===== src/rtl/core/assert_macros.svh =====
// Assertion helpers included by the predictor core RTL.
`ifndef ASSERT_MACROS_SVH
`define ASSERT_MACROS_SVH

// Check that prop holds at every rising edge outside reset.
`define ASSERT_ALWAYS(lbl, clk, rst, prop, msg) \
  lbl: assert property (@(posedge clk) disable iff (rst) (prop)) else $error(msg);

// Check that cond implies prop at the same edge.
`define ASSERT_IMPLIES(lbl, clk, rst, cond, prop, msg) \
  lbl: assert property (@(posedge clk) disable iff (rst) (cond) |-> (prop)) else $error(msg);

// Check that cond implies prop at the following edge.
`define ASSERT_NEXT(lbl, clk, rst, cond, prop, msg) \
  lbl: assert property (@(posedge clk) disable iff (rst) (cond) |=> (prop)) else $error(msg);

`endif


===== src/rtl/core/pbpt_ram.sv =====
module pbpt_ram #(
  parameter int WIDTH = 8,
  parameter int DEPTH = 16
) (
  input  logic                     clk,
  input  logic                     we,
  input  logic [$clog2(DEPTH)-1:0] waddr,
  input  logic [WIDTH-1:0]         wdata,
  input  logic [$clog2(DEPTH)-1:0] raddr,
  output logic [WIDTH-1:0]         rdata
);

  logic [WIDTH-1:0] mem [DEPTH];

  always_ff @(posedge clk) begin
    if (we) begin
      mem[waddr] <= wdata;
    end
    rdata <= mem[raddr];
  end

endmodule


===== config.mk =====
export PLATFORM = sky130hd
export DESIGN_NAME = pbpt_ram
export DESIGN_NICKNAME = d
export VERILOG_FILES = /design/src/rtl/core/assert_macros.svh /design/src/rtl/core/pbpt_ram.sv
export SDC_FILE = /design/constraint.sdc
export NUM_CORES = 1
export LEC_CHECK = 0
export BUFFER_PORTS_ARGS = -buffer_cell sky130_fd_sc_hd__buf_2
export CAP_MARGIN = 15
export CORE_MARGIN = 3
export CORE_UTILIZATION = 25
export CTS_BUF_LIST = sky130_fd_sc_hd__clkbuf_8
export DETAILED_ROUTE_END_ITERATION = 7
export GPL_TIMING_DRIVEN = 0
export PLACE_DENSITY = 0.37
export SYNTH_ARGS = -nofsm -noshare
export SYNTH_HDL_FRONTEND = slang
export SYNTH_SLANG_ARGS = --single-unit

===== constraint.sdc =====
create_clock -name clk -period 2.56 [get_ports clk]
set_clock_uncertainty 0.2 [all_clocks]
set_input_delay 0.256 -clock clk [delete_from_list [all_inputs] [get_ports clk]]
set_output_delay 0.256 -clock clk [all_outputs]
set_load 0.01 [all_outputs]

Word-level counts from Yosys, hierarchy flattened
Memories as Yosys holds them, arrays and structs flattened. A register that Yosys moved wholly into a read port is not among the register bits.
Index checks and enable logic that the tools add are counted.
- input port bits: 18
- logic and storage cells: 3
- flip-flop bits (word level): 0
- memories: 1
- RAM bits: 128
- muxes and demuxes: 2
- memory list (memory ; depth ; width ; rd ports ; clocked after memory_dff ; wr ports ; RTL line ; text):
    mem ; 16 ; 8 ; 1 ; 1 ; 1 ; pbpt_ram.sv:13 ; logic [WIDTH-1:0] mem [DEPTH];
- operators by type and width (operator ; count):
    $mux W1 ; 2

Longest topological paths before layout
Gate-level depths: netlist of run 1.
- depth after elaboration: 2
- mapped depth: 5
- depth with buffers taken out: 3

Worst setup path after synthesis of run 1
No wires, ideal clock.
- kind: input to register
- start point: input waddr[2]
- end point: memory mem[0][0] (enable)
- buffers on the path: 0
- path slack: 0.611 ns
- required time: 1.977 ns
- stages on the path: 2
- arrival: 1.366 ns
- path through: or3b_2 -> nor3_1
- RTL lines (item ; RTL line ; text):
    start: declaration ; pbpt_ram.sv:7 ; input logic [$clog2(DEPTH)-1:0] waddr,
    end: declaration ; pbpt_ram.sv:13 ;
Straight into the memory's write port.

Worst setup path in the final report of run 1
- start point: input waddr[2]
- end point: memory mem[0][2] (enable)
Straight into the memory's write port.

==> summary.txt, run 1 <==
Power
  • Clk network pwr share: 38.2%
  • Pwr Total: 0.00446 W
  • Peak VDD IR: 368 uV
  • Lkg Pwr: 1.95 nW
  • Sw frac: 21.1%
  • Net switching power: 0.000942 W
  • Part of the power in registers: 56.0%
  • Pwr Density: 742 mW/mm2
  • Combinational share of power: 5.8%
  • Internal power: 0.00352 W

Detailed routing
  • Via/cell ratio: 4.31
  • # DRC: 0
  • Routed length per placed instance: 21.1 um
  • Final wirelength: 11.7 mm
  • Antenna-violating nets left: 0
  • Detailed Route Iter0 Violations: 175
  • 1st-pass router iterations: 4
  • Via count: 2381

STA
  • Slew HR: 37.3%
  • Hold Slack: 0.0382 ns
  • Slew Viols, Final: 0
  • Final setup margin: 0.758 ns
  • Minimum clock period: 1.80 ns
  • Final hold violations: 0
  • Final setup viols: 0
  • Actual slew at the worst max-slew pin: 0.937 ns
  • Unrepaired setup endpoints after global routing: false
  • Achievable Freq: 555 MHz
  • TNS Setup: 0 ns
  • Period utilization: 70.4%

Finish
  • Layout area overhead: 16.7%
  • Nets: 292
  • Ant. Diodes: 0
  • Fill cells: 1931
  • Most frequent cells in the layout: 128 x edfxtp_1, 27 x buf_2, 18 x mux4_2
  • Commonest non-fill, non-tap cell in the layout: edfxtp_1
  • Share of cells above drive strength 1: 28.2%

Global route
  • Vias in the first global route: 2493
  • Largest net degree at the start of global routing: 17
  • Initial antenna violation count: 0
  • GRT Overall Usage: 11.2%
  • Grt ovf: 0
  • Wire length of the first global-routing pass: 16.9 mm

Setup path
  • Worst setup SP type: primary input
  • Element type at the critical path end: register
  • CP required: 2.51 ns
  • Crit path max fanout: 5
  • Register-to-register setup slack: 0.80 ns
  • Buffers & Inverters on Critical Path: 2
  • Largest stage delay, worst path: 0.58 ns
  • R2r startpoint: mem[1][2]
  • Arrival time worst endpoint: 1.75 ns
  • Slowest cell on crit path: nor3_1
  • Crit-path leading delay family: simple AND/OR/NAND/NOR gates
  • Worst-path cell chain: buf_2 -> or3b_2 -> nor3_1 -> buf_4
  • Critical path class: primary input to register
  • R2r endpoint: rdata[2]
  • Cells on worst reg2reg path: 3

Floorplanning
  • Die Ht: 149 um
  • Core ar.: 0.0198 mm2
  • Die area: 0.0223 mm2
  • Initial Utilization: 25.9%
  • Die width: 149 um
  • Site Rows: 51
  • Boundary pin count: 26

Hold path
  • Hold Path End: mem[4][6]
  • Hold path cells: 1
  • Min-Delay Startpoint: wdata[6]
  • Hold Crit Class: primary input to register

Job
  • Max-cap violations: 0

Clock network
  • Setup Buffers After CTS: 0
  • TritonCTS clock tree: built
  • Clk root buf: clkbuf_8
  • H-tree Lvls: 4
  • CTS Buf Count: 17
  • Clock-pin slew on the worst setup and hold paths: 0.07 ns
  • Clk sinks: 136
  • Worst-skew pair later-pin latency: 0.43 ns
  • CTS Buffer Depth: 2

Synth
  • Synth Register Bits: 136
  • Adder-Cell Fraction of Synth Area: 0%
  • Syn_area_per_cell: 22.5 um2
  • Netlist cell types: 19
  • Syn nets: 247
  • Sequential element share of the synthesized area: 77.8%
  • Cell area after synthesis: 0.00515 mm2
  • Ys Warns: 0
  • Post-synthesis mux area share: 15.0%
  • Compound-cell area share of the yosys netlist: 2.33%
  • Largest family of logic cells by synthesized area: multiplexers
  • Synth Instances: 229
  • Post-Synth XOR/XNOR Area: 0%
  • Simple-Gate Fraction of Synth Area: 3.18%

Outcome
  • Status: finished, final reports clean

Place
  • HPWL after detailed placement: 7.56 mm
  • I/O Buffers: 24
  • Routability congestion estimate: 0.698
  • Setup slack at placement: 0.285 ns
cell usage after synthesis, drive strengths merged:
cell type / count / area (um2)
and2b: 1 / 7.51
or3b: 1 / 8.76
buf: 7 / 56.3
and2: 1 / 6.26
mux4: 32 / 773
nand3: 1 / 5.00
nor3: 4 / 20.0
nand3b: 2 / 15.0
a22oi: 16 / 120
dfxtp: 8 / 160
nand2b: 2 / 12.5
clkdlybuf4s25: 3 / 30.0
edfxtp: 128 / 3840
nor2b: 1 / 6.26
nor2: 13 / 48.8
nand2: 9 / 33.8
flip-flops by register name (all words and copies together) (netlist names):
register	count
rdata	8
mem	128
worst max-delay path by stage:
stage | startpoint | to | cells after the start
finish | waddr[2] | mem[0][2] | 4
global route | mem[1][2] | rdata[2] | 3
CTS | waddr[2] | mem[0][0] | 4
detailed placement | waddr[2] | mem[0][2] | 4
global placement | waddr[2] | mem[0][2] | 3
floorplan | waddr[2] | mem[0][0] | 2
per-layer routing:
layer,wire length [um],share of wire (%),GRT usage [%]
met1,5380,46,15.2
met2,5430,46,16.8
met3,762,6.5,4.27
met4,99,0.85,3.16
met5,0,0,0
area by class of cell:
cell class                      count  area (um2)  area share, %
Timing Repair Buffer               26         138           2.29
Tap cell                          265         332           5.52
Multi-Input combinational cell     83        1070           17.8
Clock buffer                       17         234           3.89
Sequential cell                   136        4000           66.6
Clock inverter                     15         143           2.37
Buffer                             10        86.3           1.44
kinds of logic (layout without fill, tap and decap cells):
family,after synthesis,in the layout
AO/OA/AOI/OAI,16,16
buffers and inverters,10,68
multiplexers,32,32
flip-flops,136,136
AND/OR/NAND/NOR,35,35
power by group through the flow:
stage	Combinational [W]	Clock, W	Sequential (W)
final	0.000259	0.00170	0.00250
after global routing	0.000279	0.00188	0.00250
after CTS	0.000265	0.00176	0.00250
after detailed placement	0.000265	0	0.00255
after global placement	0.000263	0	0.00255
after floorplan	0.000126	0	0.00255
metrics by stage:
stage / std cells / instance area (um2) / util (%)
after global routing: 552 / 6010 / 30.3
after global placement: 518 / 5600 / 28.2
after CTS: 551 / 6000 / 30.2
final: 552 / 6010 / 30.3
after floorplan: 229 / 5150 / -
after detailed placement: 519 / 5620 / 28.3
timing repair:
| item | 4_1_cts | 5_1_grt |
|---|---|---|
| gates resized for setup | 0 | 0 |
| hold endpoints to repair | 0 | 4 |
| hold buffers | 0 | 1 |
| setup endpoints to repair | 0 | 0 |
No activity file was read; power rests on OpenSTA's default activity.
==> run 2: changes to the inputs <==
Settings changed: PLACE_DENSITY 0.37 to 0.39.
Clock period 2.56 ns to 1.5 ns, I/O delays scaled along.
==> run 2 against run 1 <==
The flow now finishes with violations (negative setup slack). Via count is essentially flat. Setup slack lost 0.89 ns. Highest routed layer unchanged. Design area grew 2.4%. Clock-buffer cell count is the same. Worst hold slack is essentially flat. Combinational power grew 83%. Utilization grew 0.71 points. Sequential cell count is the same. Global-route usage is essentially flat. Non-clock buffer count grew 6. Largest cell class unchanged. Register-to-register slack lost 0.93 ns. First-iteration DRC count shrank 11%.
==> summary.txt, run 2 (same netlist as run 1, synthesis figures left out) <==
Outcome
  • Status: complete, but fails checks
  • Failing checks: negative setup slack

Clock network
  • Clock-pin slew on the worst setup and hold paths: 0.08 ns (about the same)
  • Clk sinks: 136 (unchanged)
  • Setup Buffers After CTS: 0 (unchanged)
  • CTS Buf Count: 17 (unchanged)
  • TritonCTS clock tree: built
  • Clk root buf: clkbuf_8
  • CTS Buffer Depth: 2 (unchanged)
  • Worst-skew pair later-pin latency: 0.44 ns (about the same)
  • H-tree Lvls: 4 (unchanged)

STA
  • Achievable Freq: 614 MHz
  • Period utilization: 109%
  • Minimum clock period: 1.63 ns
  • TNS Setup: -0.315 ns (-0.315 ns)
  • Actual slew at the worst max-slew pin: 0.908 ns (-0.0285 ns)
  • Unrepaired setup endpoints after global routing: true
  • Final setup viols: 6 (+6)
  • Final setup margin: -0.129 ns (-0.888 ns)
  • Final hold violations: 0 (unchanged)
  • Slew HR: 39.2% (+1.9 points)
  • Slew Viols, Final: 0 (unchanged)

Setup path
  • Largest stage delay, worst path: 0.52 ns (-0.06 ns)
  • Cells on worst reg2reg path: 3 (unchanged)
  • Slowest cell on crit path: mux4_2
  • Critical path class: register to register
  • Worst setup SP type: register
  • Element type at the critical path end: register
  • Worst setup startpoint: mem[3][1]
  • Arrival time worst endpoint: 1.75 ns (about the same)
  • CP required: 1.62 ns (-0.89 ns)
  • Register-to-register setup slack: -0.13 ns (-0.93 ns)
  • R2r endpoint: rdata[1]
  • Worst-path cell chain: mux4_2 -> a22oi_2 -> nand2_1
  • R2r startpoint: mem[3][1]
  • Crit path max fanout: 1 (-4)

Detailed routing
  • Via/cell ratio: 4.28 (-0.86%)
  • # DRC: 0 (unchanged)
  • Detailed Route Iter0 Violations: 156 (-11%)
  • Via count: 2382 (+0.042%)
  • 1st-pass router iterations: 4 (unchanged)
  • Final wirelength: 11.6 mm (-0.52%)
  • Routed length per placed instance: 20.8 um (-1.4%)
  • Antenna-violating nets left: 0 (unchanged)

Hold path
  • Min-Delay Startpoint: waddr[0]
  • Hold path cells: 2 (+1)
  • Hold Crit Class: primary input to register
  • Hold Path End: mem[0][7]

Power
  • Pwr Density: 1300 mW/mm2 (+75%)
  • Pwr Total: 0.00799 W (+79%)
  • Combinational share of power: 5.9% (about the same)
  • Clk network pwr share: 40.7% (+2.5 points)
  • Peak VDD IR: 566 uV (+54%)
  • Sw frac: 20.3% (-0.79 points)
  • Net switching power: 0.00162 W (+72%)
  • Part of the power in registers: 53.4% (-2.6 points)
  • Lkg Pwr: 1.97 nW (+1.0%)
  • Internal power: 0.00636 W (+81%)

Finish
  • Share of cells above drive strength 1: 33.9% (+5.7 points)
  • Biggest register: mem
  • Commonest non-fill, non-tap cell in the layout: edfxtp_1
  • Nets: 298 (+2.1%)
  • Ant. Diodes: 0 (unchanged)
  • Top flop regs: mem: 128 flops, rdata: 8 flops
  • Most frequent cells in the layout: 128 x edfxtp_1, 27 x buf_2, 25 x mux4_2
  • Layout area overhead: 19.5%
  • Max reg flops: 128 (unchanged)

Place
  • I/O Buffers: 24 (unchanged)
  • HPWL after detailed placement: 7.38 mm (-2.3%)
  • Setup slack at placement: -0.638 ns (-0.923 ns)
  • Routability congestion estimate: 0.712 (+2.0%)

Global route
  • Wire length of the first global-routing pass: 17.2 mm (+1.3%)
  • GRT Overall Usage: 11.2% (+0.049 points)
  • Grt ovf: 0 (unchanged)
  • Largest net degree at the start of global routing: 17 (unchanged)
  • Vias in the first global route: 2562 (+2.8%)
  • Initial antenna violation count: 0 (unchanged)

Floorplanning
  • Die Ht: 149 um (unchanged)
  • Die area: 0.0223 mm2 (unchanged)
  • Site Rows: 51 (unchanged)
  • Core ar.: 0.0198 mm2 (unchanged)
  • Boundary pin count: 26 (unchanged)
  • Die width: 149 um (unchanged)
  • Initial Utilization: 25.9% (unchanged)

Job
  • Max-cap violations: 0 (unchanged)
run 2: cell types whose count changed in the layout (fill, tap and decap cells not counted), sizes merged:
cell	change
bufinv	+2
clkinv	-3
dlygate4sd3	+7
buf	-1
run 2: stage by stage:
step / instances / cell area [um2] / hold slack (ns) / util (%)
floorplan: 229 / 5160 / 0.0489 / -
global placement: 518 / 5610 / 0.347 / 28.3
detailed placement: 518 / 5620 / 0.345 / 28.3
CTS: 557 / 6140 / -0.00865 / 31.0
global route: 557 / 6150 / 0.00246 / 31.0
finish: 557 / 6150 / 0.0377 / 31.0
run 2: per-layer routing:
metal | vias up | track usage [%] | part of all wire, %
li1 | 1063 | - | -
met1 | 1259 | 15.7 | 48
met2 | 53 | 16.7 | 47
met3 | 7 | 3.60 | 5.0
met4 | 0 | 3.71 | 0.82
met5 | - | 0 | 0
run 2: worst max-delay path by stage:
stage               cells past startpoint    endpoint  slack (ns)
floorplan                               2   mem[3][0]       -0.12
global placement                        3  mem[12][7]       -0.74
detailed placement                      3   mem[3][1]       -0.64
CTS                                     3    rdata[1]       -0.12
global route                            3    rdata[1]       -0.17
finish                                  3    rdata[1]       -0.13
run 2: worst max-delay path: cells and delay by family (launching register included):
family	cells	cell delay (ns)
AND/OR/NAND/NOR	1	0.11
multiplexers	1	0.52
AO/OA/AOI/OAI	1	0.32
flip-flops	1	0.36
run 2: cell type report:
class	count	area (um2)
Clock inverter	14	189
Sequential cell	136	4000
Fill cell	1921	13700
Tap cell	265	332
Buffer	10	86.3
Clock buffer	17	234
Timing Repair Buffer	32	200
Multi-Input combinational cell	83	1100
run 2: repair_timing:
action	in CTS	in global routing
endpoints found under the setup margin	40	8
resized for setup	18	1
hold buffers	8	0
pin swaps	8	2
hold endpoints to repair	136	0
run 2: power by group through the flow:
stage | clock network, W | registers, W | logic, W
after floorplan | 0 | 0.00436 | 0.000217
after global placement | 0 | 0.00434 | 0.000447
after detailed placement | 0 | 0.00435 | 0.000448
after CTS | 0.00334 | 0.00427 | 0.000486
after global routing | 0.00352 | 0.00427 | 0.000512
final | 0.00325 | 0.00426 | 0.000473
