===== src/rtl/core/assert_macros.svh =====
// Assertion helpers included by the predictor core RTL.
`ifndef ASSERT_MACROS_SVH
`define ASSERT_MACROS_SVH

// Check that prop holds at every rising edge outside reset.
`define ASSERT_ALWAYS(lbl, clk, rst, prop, msg) \
  lbl: assert property (@(posedge clk) disable iff (rst) (prop)) else $error(msg);

// Check that cond implies prop at the same edge.
`define ASSERT_IMPLIES(lbl, clk, rst, cond, prop, msg) \
  lbl: assert property (@(posedge clk) disable iff (rst) (cond) |-> (prop)) else $error(msg);

// Check that cond implies prop at the following edge.
`define ASSERT_NEXT(lbl, clk, rst, cond, prop, msg) \
  lbl: assert property (@(posedge clk) disable iff (rst) (cond) |=> (prop)) else $error(msg);

`endif


===== src/rtl/core/pbpt_pkg.sv =====
package pbpt_pkg;

  localparam int TABLE_ENTRIES = 1024;
  localparam int IDX_W         = $clog2(TABLE_ENTRIES);
  localparam int SCAN_W        = IDX_W + 1;

  localparam int PC_W    = 64;
  localparam int SLOT_W  = 10;
  localparam int CNT_W   = 6;
  localparam int USERS_W = 16;
  localparam int SEL_W   = 10;
  localparam int KIND_W  = 3;
  localparam int MODE_W  = 2;

  localparam logic [SEL_W-1:0]   SEL_RESET = SEL_W'(512);
  localparam logic [SEL_W-1:0]   SEL_MAX   = SEL_W'((1 << SEL_W) - 1);
  localparam logic [CNT_W-1:0]   CNT_INIT  = CNT_W'((1 << (CNT_W - 1)) - 1);
  localparam logic [CNT_W-1:0]   CNT_MAX   = CNT_W'((1 << CNT_W) - 1);
  localparam logic [USERS_W-1:0] USERS_MAX = '1;

  localparam logic [KIND_W-1:0] KIND_QUERY = 3'd0;
  localparam logic [KIND_W-1:0] KIND_ALLOC = 3'd1;
  localparam logic [KIND_W-1:0] KIND_MISS  = 3'd2;
  localparam logic [KIND_W-1:0] KIND_HIT   = 3'd3;
  localparam logic [KIND_W-1:0] KIND_EVICT = 3'd4;

  localparam logic [MODE_W-1:0] MODE_LRU    = 2'd0;
  localparam logic [MODE_W-1:0] MODE_BYPASS = 2'd1;
  localparam logic [MODE_W-1:0] MODE_DYN    = 2'd2;

  typedef struct packed {
    logic               valid;
    logic [PC_W-1:0]    pc;
    logic               pol;
    logic [CNT_W-1:0]   cnt;
    logic [USERS_W-1:0] users;
  } entry_t;

  typedef struct packed {
    logic             start;
    logic             cmp_vld;
    logic [IDX_W-1:0] idx;
    logic [PC_W-1:0]  key;
    logic             dp;
  } match_ctl_t;

  typedef struct packed {
    logic               found;
    logic [IDX_W-1:0]   match_idx;
    logic [CNT_W-1:0]   match_cnt;
    logic [USERS_W-1:0] match_users;
    logic               free_found;
    logic [IDX_W-1:0]   free_idx;
  } match_res_t;

endpackage


===== src/rtl/core/pbpt_match.sv =====
module pbpt_match import pbpt_pkg::*; (
  input  logic       clk,
  input  logic       rst,
  input  match_ctl_t ctl,
  input  entry_t     entry,
  output match_res_t res
);

  logic hit;

  // First valid entry with the same key, default policy and live users.
  assign hit = entry.valid && (entry.pc == ctl.key) && (entry.pol == ctl.dp)
               && (entry.users != '0);

  always_ff @(posedge clk) begin
    if (rst || ctl.start) begin
      res.found      <= 1'b0;
      res.free_found <= 1'b0;
    end else if (ctl.cmp_vld) begin
      if (hit && !res.found) begin
        res.found <= 1'b1;
      end
      if (!entry.valid) begin
        res.free_found <= 1'b1;
      end
    end
    // Payload: keep the first match, overwrite the free index to end on the highest.
    if (ctl.cmp_vld) begin
      if (hit && !res.found) begin
        res.match_idx   <= ctl.idx;
        res.match_cnt   <= entry.cnt;
        res.match_users <= entry.users;
      end
      if (!entry.valid) begin
        res.free_idx <= ctl.idx;
      end
    end
  end

endmodule


===== config.mk =====
export PLATFORM = sky130hd
export DESIGN_NAME = pbpt_match
export DESIGN_NICKNAME = d
export VERILOG_FILES = /design/src/rtl/core/assert_macros.svh /design/src/rtl/core/pbpt_pkg.sv /design/src/rtl/core/pbpt_match.sv
export SDC_FILE = /design/constraint.sdc
export NUM_CORES = 1
export LEC_CHECK = 0
export ABC_CLOCK_PERIOD_IN_PS = 12400
export BUFFER_PORTS_ARGS = -buffer_cell sky130_fd_sc_hd__buf_2
export CORE_AREA = 2 2 81 83
export DETAILED_ROUTE_END_ITERATION = 7
export DIE_AREA = 0 0 83 85
export GPL_ROUTABILITY_DRIVEN = 0
export PLACE_DENSITY = 0.8
export SLEW_MARGIN = 25
export SYNTH_ARGS = -nofsm -noshare
export SYNTH_HDL_FRONTEND = slang
export SYNTH_SLANG_ARGS = --single-unit

===== constraint.sdc =====
create_clock -name clk -period 12.4 [get_ports clk]
set_clock_uncertainty 0.2 [all_clocks]
set_input_delay 3.72 -clock clk [delete_from_list [all_inputs] [get_ports clk]]
set_output_delay 3.72 -clock clk [all_outputs]
set_load 0.01 [all_outputs]

* Yosys cells after proc, flatten, opt, wreduce, memory -nomap -nowiden *
Cells that the tools add are included.

cells by class
  equality and inequality tests = 2
  reduce and logical (&&, ||, !) cells = 9
  bitwise gates (word level) = 1

operators with widths
  operator              number
  equality test 64 bit  1
  nonzero test 16 bit   1
  logical AND 1 bit     4
  AND reduction 2 bit   2
  equality test 1 bit   1
  zero test 1 bit       1
  logical OR 1 bit      1
  NOT 1 bit             1

storage, ports and cells
  output and inout port bits = 44
  register bits after elaboration = 44
  input bits = 167

* Logic depth before layout (Yosys ltp) *
Gate-level depths: netlist of run 1.

  word-level depth = 6
  depth in mapped cells = 5
  gate-level depth less buffers = 5

* Least setup slack after synthesis of run 1 *
Ideal clock, no wire load.

  kind = input port to flip-flop
  start = in ctl[12] in the netlist's numbering
  end = reg res[11] in the netlist's numbering, enable pin
  data arrival time = 6.571 ns
  stages = 5
  data required time = 11.739 ns
  setup slack = 5.167 ns
  setup time = 0.461 ns
  path through = xnor2_1 > nand4_1 > nor4_1 > nand2_1 > nor3_1

on the way
  cells in the longest elaborated chain, start to end = 6

RTL lines
  what                             RTL line          RTL
  start, declared                  pbpt_match.sv:4   input match_ctl_t ctl,
  equality test 64 bit             pbpt_match.sv:12  assign hit = entry.valid && (entry.pc == ctl.key) && (entry.pol == ctl.dp)
  logical AND 1 bit (2 in series)  pbpt_match.sv:12
  logical AND 1 bit                pbpt_match.sv:13  && (entry.users != '0);
  logical AND 1 bit                pbpt_match.sv:29  if (hit && !res.found) begin
  AND reduction 2 bit (no line)    --
  end, declared                    pbpt_match.sv:6   output match_res_t res

Every way passes these cells.
A chain may end at the register's enable or synchronous reset.

* Worst setup path after layout of run 1 *
  start = in ctl[20] in the netlist's numbering
  end = reg res[20] in the netlist's numbering, enable pin

The elaborated chain is that of the path after synthesis.

==> results of run 1 <==
[report_power, final]
| group | total, mW | internal (mW) | switching, mW | leakage, nW |
|---|---|---|---|---|
| registers | 0.166 | 0.165 | 0.000719 | 0.398 |
| logic | 0.0651 | 0.0362 | 0.0290 | 1.04 |
| clock network | 0.104 | 0.0596 | 0.0443 | 0.0558 |
| total | 0.335 | 0.261 | 0.0739 | 1.50 |
[cells in the mapped netlist]
master / number
nor2_1: 2
nor4_1: 12
nand4b_1: 3
nor3b_1: 2
or4bb_1: 1
or4b_1: 1
dfxtp_1: 2
nand3_1: 2
xnor2_1: 55
nand4_1: 23
nor4b_2: 1
nor2b_1: 1
xor2_1: 11
edfxtp_1: 42
nor4b_1: 1
o21a_1: 1
o21ai_1: 1
nor3_1: 2
nand2_1: 6
[cell families (layout without fill, tap and decap cells)]
| family | Yosys count | after routing | share of synthesized area (%) |
|---|---|---|---|
| simple gates | 57 | 57 | 16.0 |
| xor+xnor | 66 | 66 | 25.7 |
| buf+inv | 0 | 219 | 0 |
| flops | 44 | 44 | 57.7 |
| compound gates | 2 | 2 | 0.555 |
[metrics by stage]
step / instance area [sq um] / worst slack [ns]
2_1_floorplan: 2250 / 5.17
3_3_place_gp: 3410 / 6.64
3_5_place_dp: 3410 / 6.66
4_1_cts: 3520 / 6.96
5_1_grt: 3520 / 6.88
6_report: 3520 / 6.97
[critical path, delay by kind of cell]
| family | cells | cell delay, ns |
|---|---|---|
| xor gates and xnor gates | 1 | 0.25 |
| buffers and inverters | 2 | 0.48 |
| and+or+nand+nor | 4 | 0.71 |
[path summary, 6_finish.rpt]
kind	from	slack, ns	end
hold reg to reg	res[10]$_SDFFE_PP0P_	0.28	res[10]$_SDFFE_PP0P_
setup reg to reg	res[43]$_SDFFE_PP0P_	10.65	res[20]$_DFFE_PP_
hold / removal	res[10]$_SDFFE_PP0P_	0.28	res[10]$_SDFFE_PP0P_
setup / recovery	ctl[20]	6.97	res[20]$_DFFE_PP_
[routing by layer]
metal | global-route usage (%) | wire length, um
met1 | 21.5 | 2600
met5 | 0 | 0
met3 | 3.79 | 553
met2 | 33.1 | 3370
met4 | 4.62 | 51
[layout by cell type, fill, tap and decap left out, drive strengths merged, types with 2 or more instances in the layout]
cell and n:
xnor2 55, nand3 2, edfxtp 42, nor2 2
nand2 6, clkbuf 5, nand4b 3, nor4 12
clkinv 2, xor2 11, nor3b 2, nand4 23
buf 211, nor4b 2, nor3 2, dfxtp 2
[cell type report]
cell class / instances / area [sq um] / area share (%)
clock buffers: 5 / 68.8 / 1.95
clock inverters: 3 / 42.5 / 1.21
multi-input cells: 125 / 957 / 27.2
flip-flops and latches: 44 / 1300 / 36.9
well taps: 77 / 96.3 / 2.73
repair buffers: 211 / 1060 / 30.0
==> results.txt, run 1 <==
Status: complete, no violations
CP Launch Type: input pin
Share of cells above drive strength 1: 56.7%
Row cnt: 29
Synth Instances: 169
Core ar.: 6200 sq um
Clock-pin slew on the worst setup and hold paths: 0.08 ns
Syn Nets: 336
Worst Path Required: 12.15 ns
Routed Antenna Nets: 0
Setup TNS: 0 ns
CP Max Fanout: 32
Worst r2r path cells: 4
Postcts setup bufs: 0
Resized cells post-CTS: 0
Worst rel slew slack: 39.6%
CP max stage delay: 0.38 ns
Final nets: 554
Ys Warns: 0
Post-detail-place hpwl: 5.95 mm
Die Area: 7060 sq um
Syn Area/Cell: 13.3 sq um
Vias in the first global route: 2132
Period minus WS final: 5.43 ns
Clock Latency Late Sink: 0.29 ns
# DRC: 0
Drt wl/cell: 14.1 um
Library cells used by synthesis: 19
Max reg flops: 44
Total gr overflow: 0
CTS tree: done
Horiz. Die Dim: 83 um
Worst-Margin Slew: 0.905 ns
Synth top area share: 56.0%
Critical Path AT: 5.18 ns
Area growth from synthesis to layout: 56.4%
CP Capture Type: flip-flop
WHS Path Cells: 1
Fin. Hold Viols: 0
Synth area leader: edfxtp_1
Root Buffer: clkbuf_8
Antenna violations before repair: 0
Fmax: 184 MHz
All-layer global routing usage: 18.0%
Register area share after synthesis: 57.7%
Synth top area cells: edfxtp_1 (56%), xnor2_1 (21%), nand4_1 (6.4%), xor2_1 (4.3%), nor4_1 (3.3%)
Via count: 2154
Fill count: 544
Final WL: 6.58 mm
Peak VDD IR: 0.0664 mV
Core Util, Final: 56.8%
Leakage: 1.50 nW
Pwr per Cell Area: 95.0 nW/um^2
Num Clock Sinks: 44
Top Registers: res x44
Crit-path cells: buf_2 -> xnor2_1 -> nand4_1 -> nor4_1 -> nand2_1 -> nor3_2 -> buf_4
Starting Density: 36.3%
CTS Buf Count: 5
WS Path Type: input pin to flip-flop
Worst path slowest cell: buf_4
Setup violations, final: 0
H-tree Lvls: 2
Vias/cell: 4.63
Initial drt markers: 88
Max Slew Vio Count: 0
Final cell count without fillers: 465
Clk buf depth: 2
RSZ-0062 raised after global routing: false
Largest net degree at the start of global routing: 33
Worst Hold Class: flip-flop to flip-flop
Post-Syn Area: 2250 sq um
Tot Pwr: 335 uW
Cell total after placement: 457
Synth Register Bits: 44
Largest register by flop count: res
Post-CTS Hold Fix Bufs: 0
# IOs: 211
Max Cap Viol: 0
Ant diodes: 0
IO buf count: 210
Min Hold Slack: 0.275 ns
Pre-antenna DRT Iters: 4
First-pass GRT wire length: 10.1 mm
Final period util: 43.8%
Chip Height: 85 um
No activity file was read; power rests on OpenSTA's default activity.
==> run 2, diff against run 1 <==
--- a/config.mk
+++ b/config.mk
@@ -5,13 +5,12 @@
 export SDC_FILE = /design/constraint.sdc
 export NUM_CORES = 1
 export LEC_CHECK = 0
-export ABC_CLOCK_PERIOD_IN_PS = 12400
+export ABC_CLOCK_PERIOD_IN_PS = 4900
 export BUFFER_PORTS_ARGS = -buffer_cell sky130_fd_sc_hd__buf_2
-export CORE_AREA = 2 2 81 83
+export CORE_UTILIZATION = 33
 export DETAILED_ROUTE_END_ITERATION = 7
-export DIE_AREA = 0 0 83 85
 export GPL_ROUTABILITY_DRIVEN = 0
-export PLACE_DENSITY = 0.8
+export PLACE_DENSITY = 0.76
 export SLEW_MARGIN = 25
 export SYNTH_ARGS = -nofsm -noshare
 export SYNTH_HDL_FRONTEND = slang
==> constraint.sdc (replaced) <==
create_clock -name clk -period 4.9 [get_ports clk]
set_clock_uncertainty 0.2 [all_clocks]
set_input_delay 1.47 -clock clk [delete_from_list [all_inputs] [get_ports clk]]
set_output_delay 1.47 -clock clk [all_outputs]
set_load 0.01 [all_outputs]
==> run 2 against run 1 <==
  * The flow now finishes with violations (design-rule violations)
  * Critical endpoint is now res[15]$_DFFE_PP_
  * Combinational power grew to 2.5 times the previous value
  * Global-route usage shrank 0.64 points
  * Total power grew to 2.5 times the previous value
  * Sequential share of layout area shrank 0.065 points
  * Critical path type unchanged
  * Clock power grew to 2.5 times the previous value
  * Largest power group unchanged
  * Non-clock buffer count is the same
  * Setup slack lost 5.3 ns
  * Hold slack lost 0.0024 ns
  * Register-to-register slack lost 7.5 ns
  * First-iteration DRC count grew 20%
  * Core utilization shrank 2.1 points
==> results.txt, run 2 (synthesis gave the netlist of run 1 again) <==
Top Registers: res x44
Internal power component: 660 uW
Worst rel slew slack: 40.0%
All-layer global routing usage: 17.4%
CP Launch Type: input pin
Worst Hold Class: flip-flop to flip-flop
Clock-pin slew on the worst setup and hold paths: 0.08 ns
Period minus WS final: 3.27 ns
Die Area: 7160 sq um
Max Cap Viol: 0
Share of cells above drive strength 1: 56.7%
Worst Path Required: 4.64 ns
Core ar.: 6460 sq um
WS Path Type: input pin to flip-flop
H-tree Lvls: 2
Clk buf depth: 2
Pre-antenna DRT Iters: 7
Comb pwr share: 19.5%
Max Slew Vio Count: 0
CP Max Fanout: 32
Ant diodes: 0
Clock Latency Late Sink: 0.28 ns
Switching share of power: 22.2%
Row cnt: 29
Area growth from synthesis to layout: 56.7%
Fmax: 306 MHz
Status: finished, violations left
Postcts setup bufs: 0
Commonest non-fill, non-tap cells in the layout: buf_2 (210), xnor2_1 (55), edfxtp_1 (42), nand4_1 (23), nor4_1 (12)
Vias/cell: 4.71
Largest net degree at the start of global routing: 33
Final Cell Area: 3530 sq um
Initial drt markers: 106
Starting Density: 34.9%
Final cell count without fillers: 465
Critical Path AT: 3.01 ns
Clk pwr share: 31.1%
# DRC: 15
CTS Buf Count: 5
Total gr overflow: 0
Area post-placement: 3420 sq um
Seq pwr share: 49.4%
Pwr per Cell Area: 240 nW/um^2
Crit-path cells: buf_2 -> xnor2_1 -> nand4_1 -> nor4_1 -> nand3_1 -> nor3_4 -> buf_4
Num Clock Sinks: 44
Final nets: 554
Leakage: 1.51 nW
Horiz. Die Dim: 84.6 um
Switching power: 188 uW
Peak VDD IR: 0.130 mV
Largest register by flop count: res
Failing checks: design-rule violations
Post-detail-place hpwl: 5.73 mm
Final period util: 66.8%
CP max stage delay: 0.38 ns
Min Hold Slack: 0.273 ns
Antenna violations before repair: 0
Drt wl/cell: 13.9 um
Root Buffer: clkbuf_8
Setup TNS: 0 ns
Final WL: 6.46 mm
CTS tree: done
First-pass GRT wire length: 9.74 mm
Most common cell after layout, fill and taps aside: buf_2
IO buf count: 210
Fin. Hold Viols: 0
Max reg flops: 44
Worst-Margin Slew: 0.898 ns
Vias in the first global route: 2123
Setup violations, final: 0
# IOs: 211
Via count: 2189
CP Capture Type: flip-flop
Chip Height: 84.6 um
Resized cells post-CTS: 0
Worst path slowest cell: buf_4
Cell total after placement: 457
Post-CTS Hold Fix Bufs: 0
Routed Antenna Nets: 0
RSZ-0062 raised after global routing: false
-- run 2: critical path, delay by kind of cell --
kind | cells | cell delay [ns]
buffers and inverters | 2 | 0.48
AND/OR/NAND/NOR | 4 | 0.78
XOR/XNOR | 1 | 0.26
-- run 2: final cells by class --
type                       instances  area (sq um)
tap                               77          96.3
fill                             588          2930
clock buffer                       5          68.8
multi-input combinational        125           963
clock inverter                     3          42.5
timing repair buffer             211          1060
sequential                        44          1300
-- run 2: metal layers --
layer / track usage, % / vias up / share of wire [%]
met4: 3.54 / 0 / 0.91
met2: 34.3 / 135 / 53
met1: 18.7 / 967 / 37
li1: - / 1081 / -
met5: 0 / - / 0
met3: 4.13 / 6 / 9.2
-- run 2: final timing paths --
check | cells past startpoint | slack, ns | from | endpoint
worst max register to register | 4 | 3.11 | res[43]$_SDFFE_PP0P_ | res[15]$_DFFE_PP_
worst min-delay path | 1 | 0.27 | res[10]$_SDFFE_PP0P_ | res[10]$_SDFFE_PP0P_
worst max-delay path | 7 | 1.63 | ctl[21] | res[15]$_DFFE_PP_
worst min register to register | 1 | 0.27 | res[10]$_SDFFE_PP0P_ | res[10]$_SDFFE_PP0P_
-- run 2: power groups by stage --
| stage | logic [mW] | clock network, mW | registers, mW |
|---|---|---|---|
| after floorplan | 0.0667 | 0 | 0.431 |
| after global placement | 0.163 | 0 | 0.427 |
| after detailed placement | 0.166 | 0 | 0.428 |
| after CTS | 0.167 | 0.271 | 0.419 |
| after global routing | 0.182 | 0.292 | 0.420 |
| final | 0.165 | 0.264 | 0.419 |
-- run 2: stage by stage --
step | utilization [%] | setup WS [ns] | power [mW]
CTS | 54.7 | 1.61 | 0.857
global placement | 52.9 | 1.28 | 0.591
finish | 54.7 | 1.63 | 0.848
global route | 54.7 | 1.48 | 0.893
detailed placement | 52.9 | 1.31 | 0.594
floorplan | - | 0.885 | 0.498
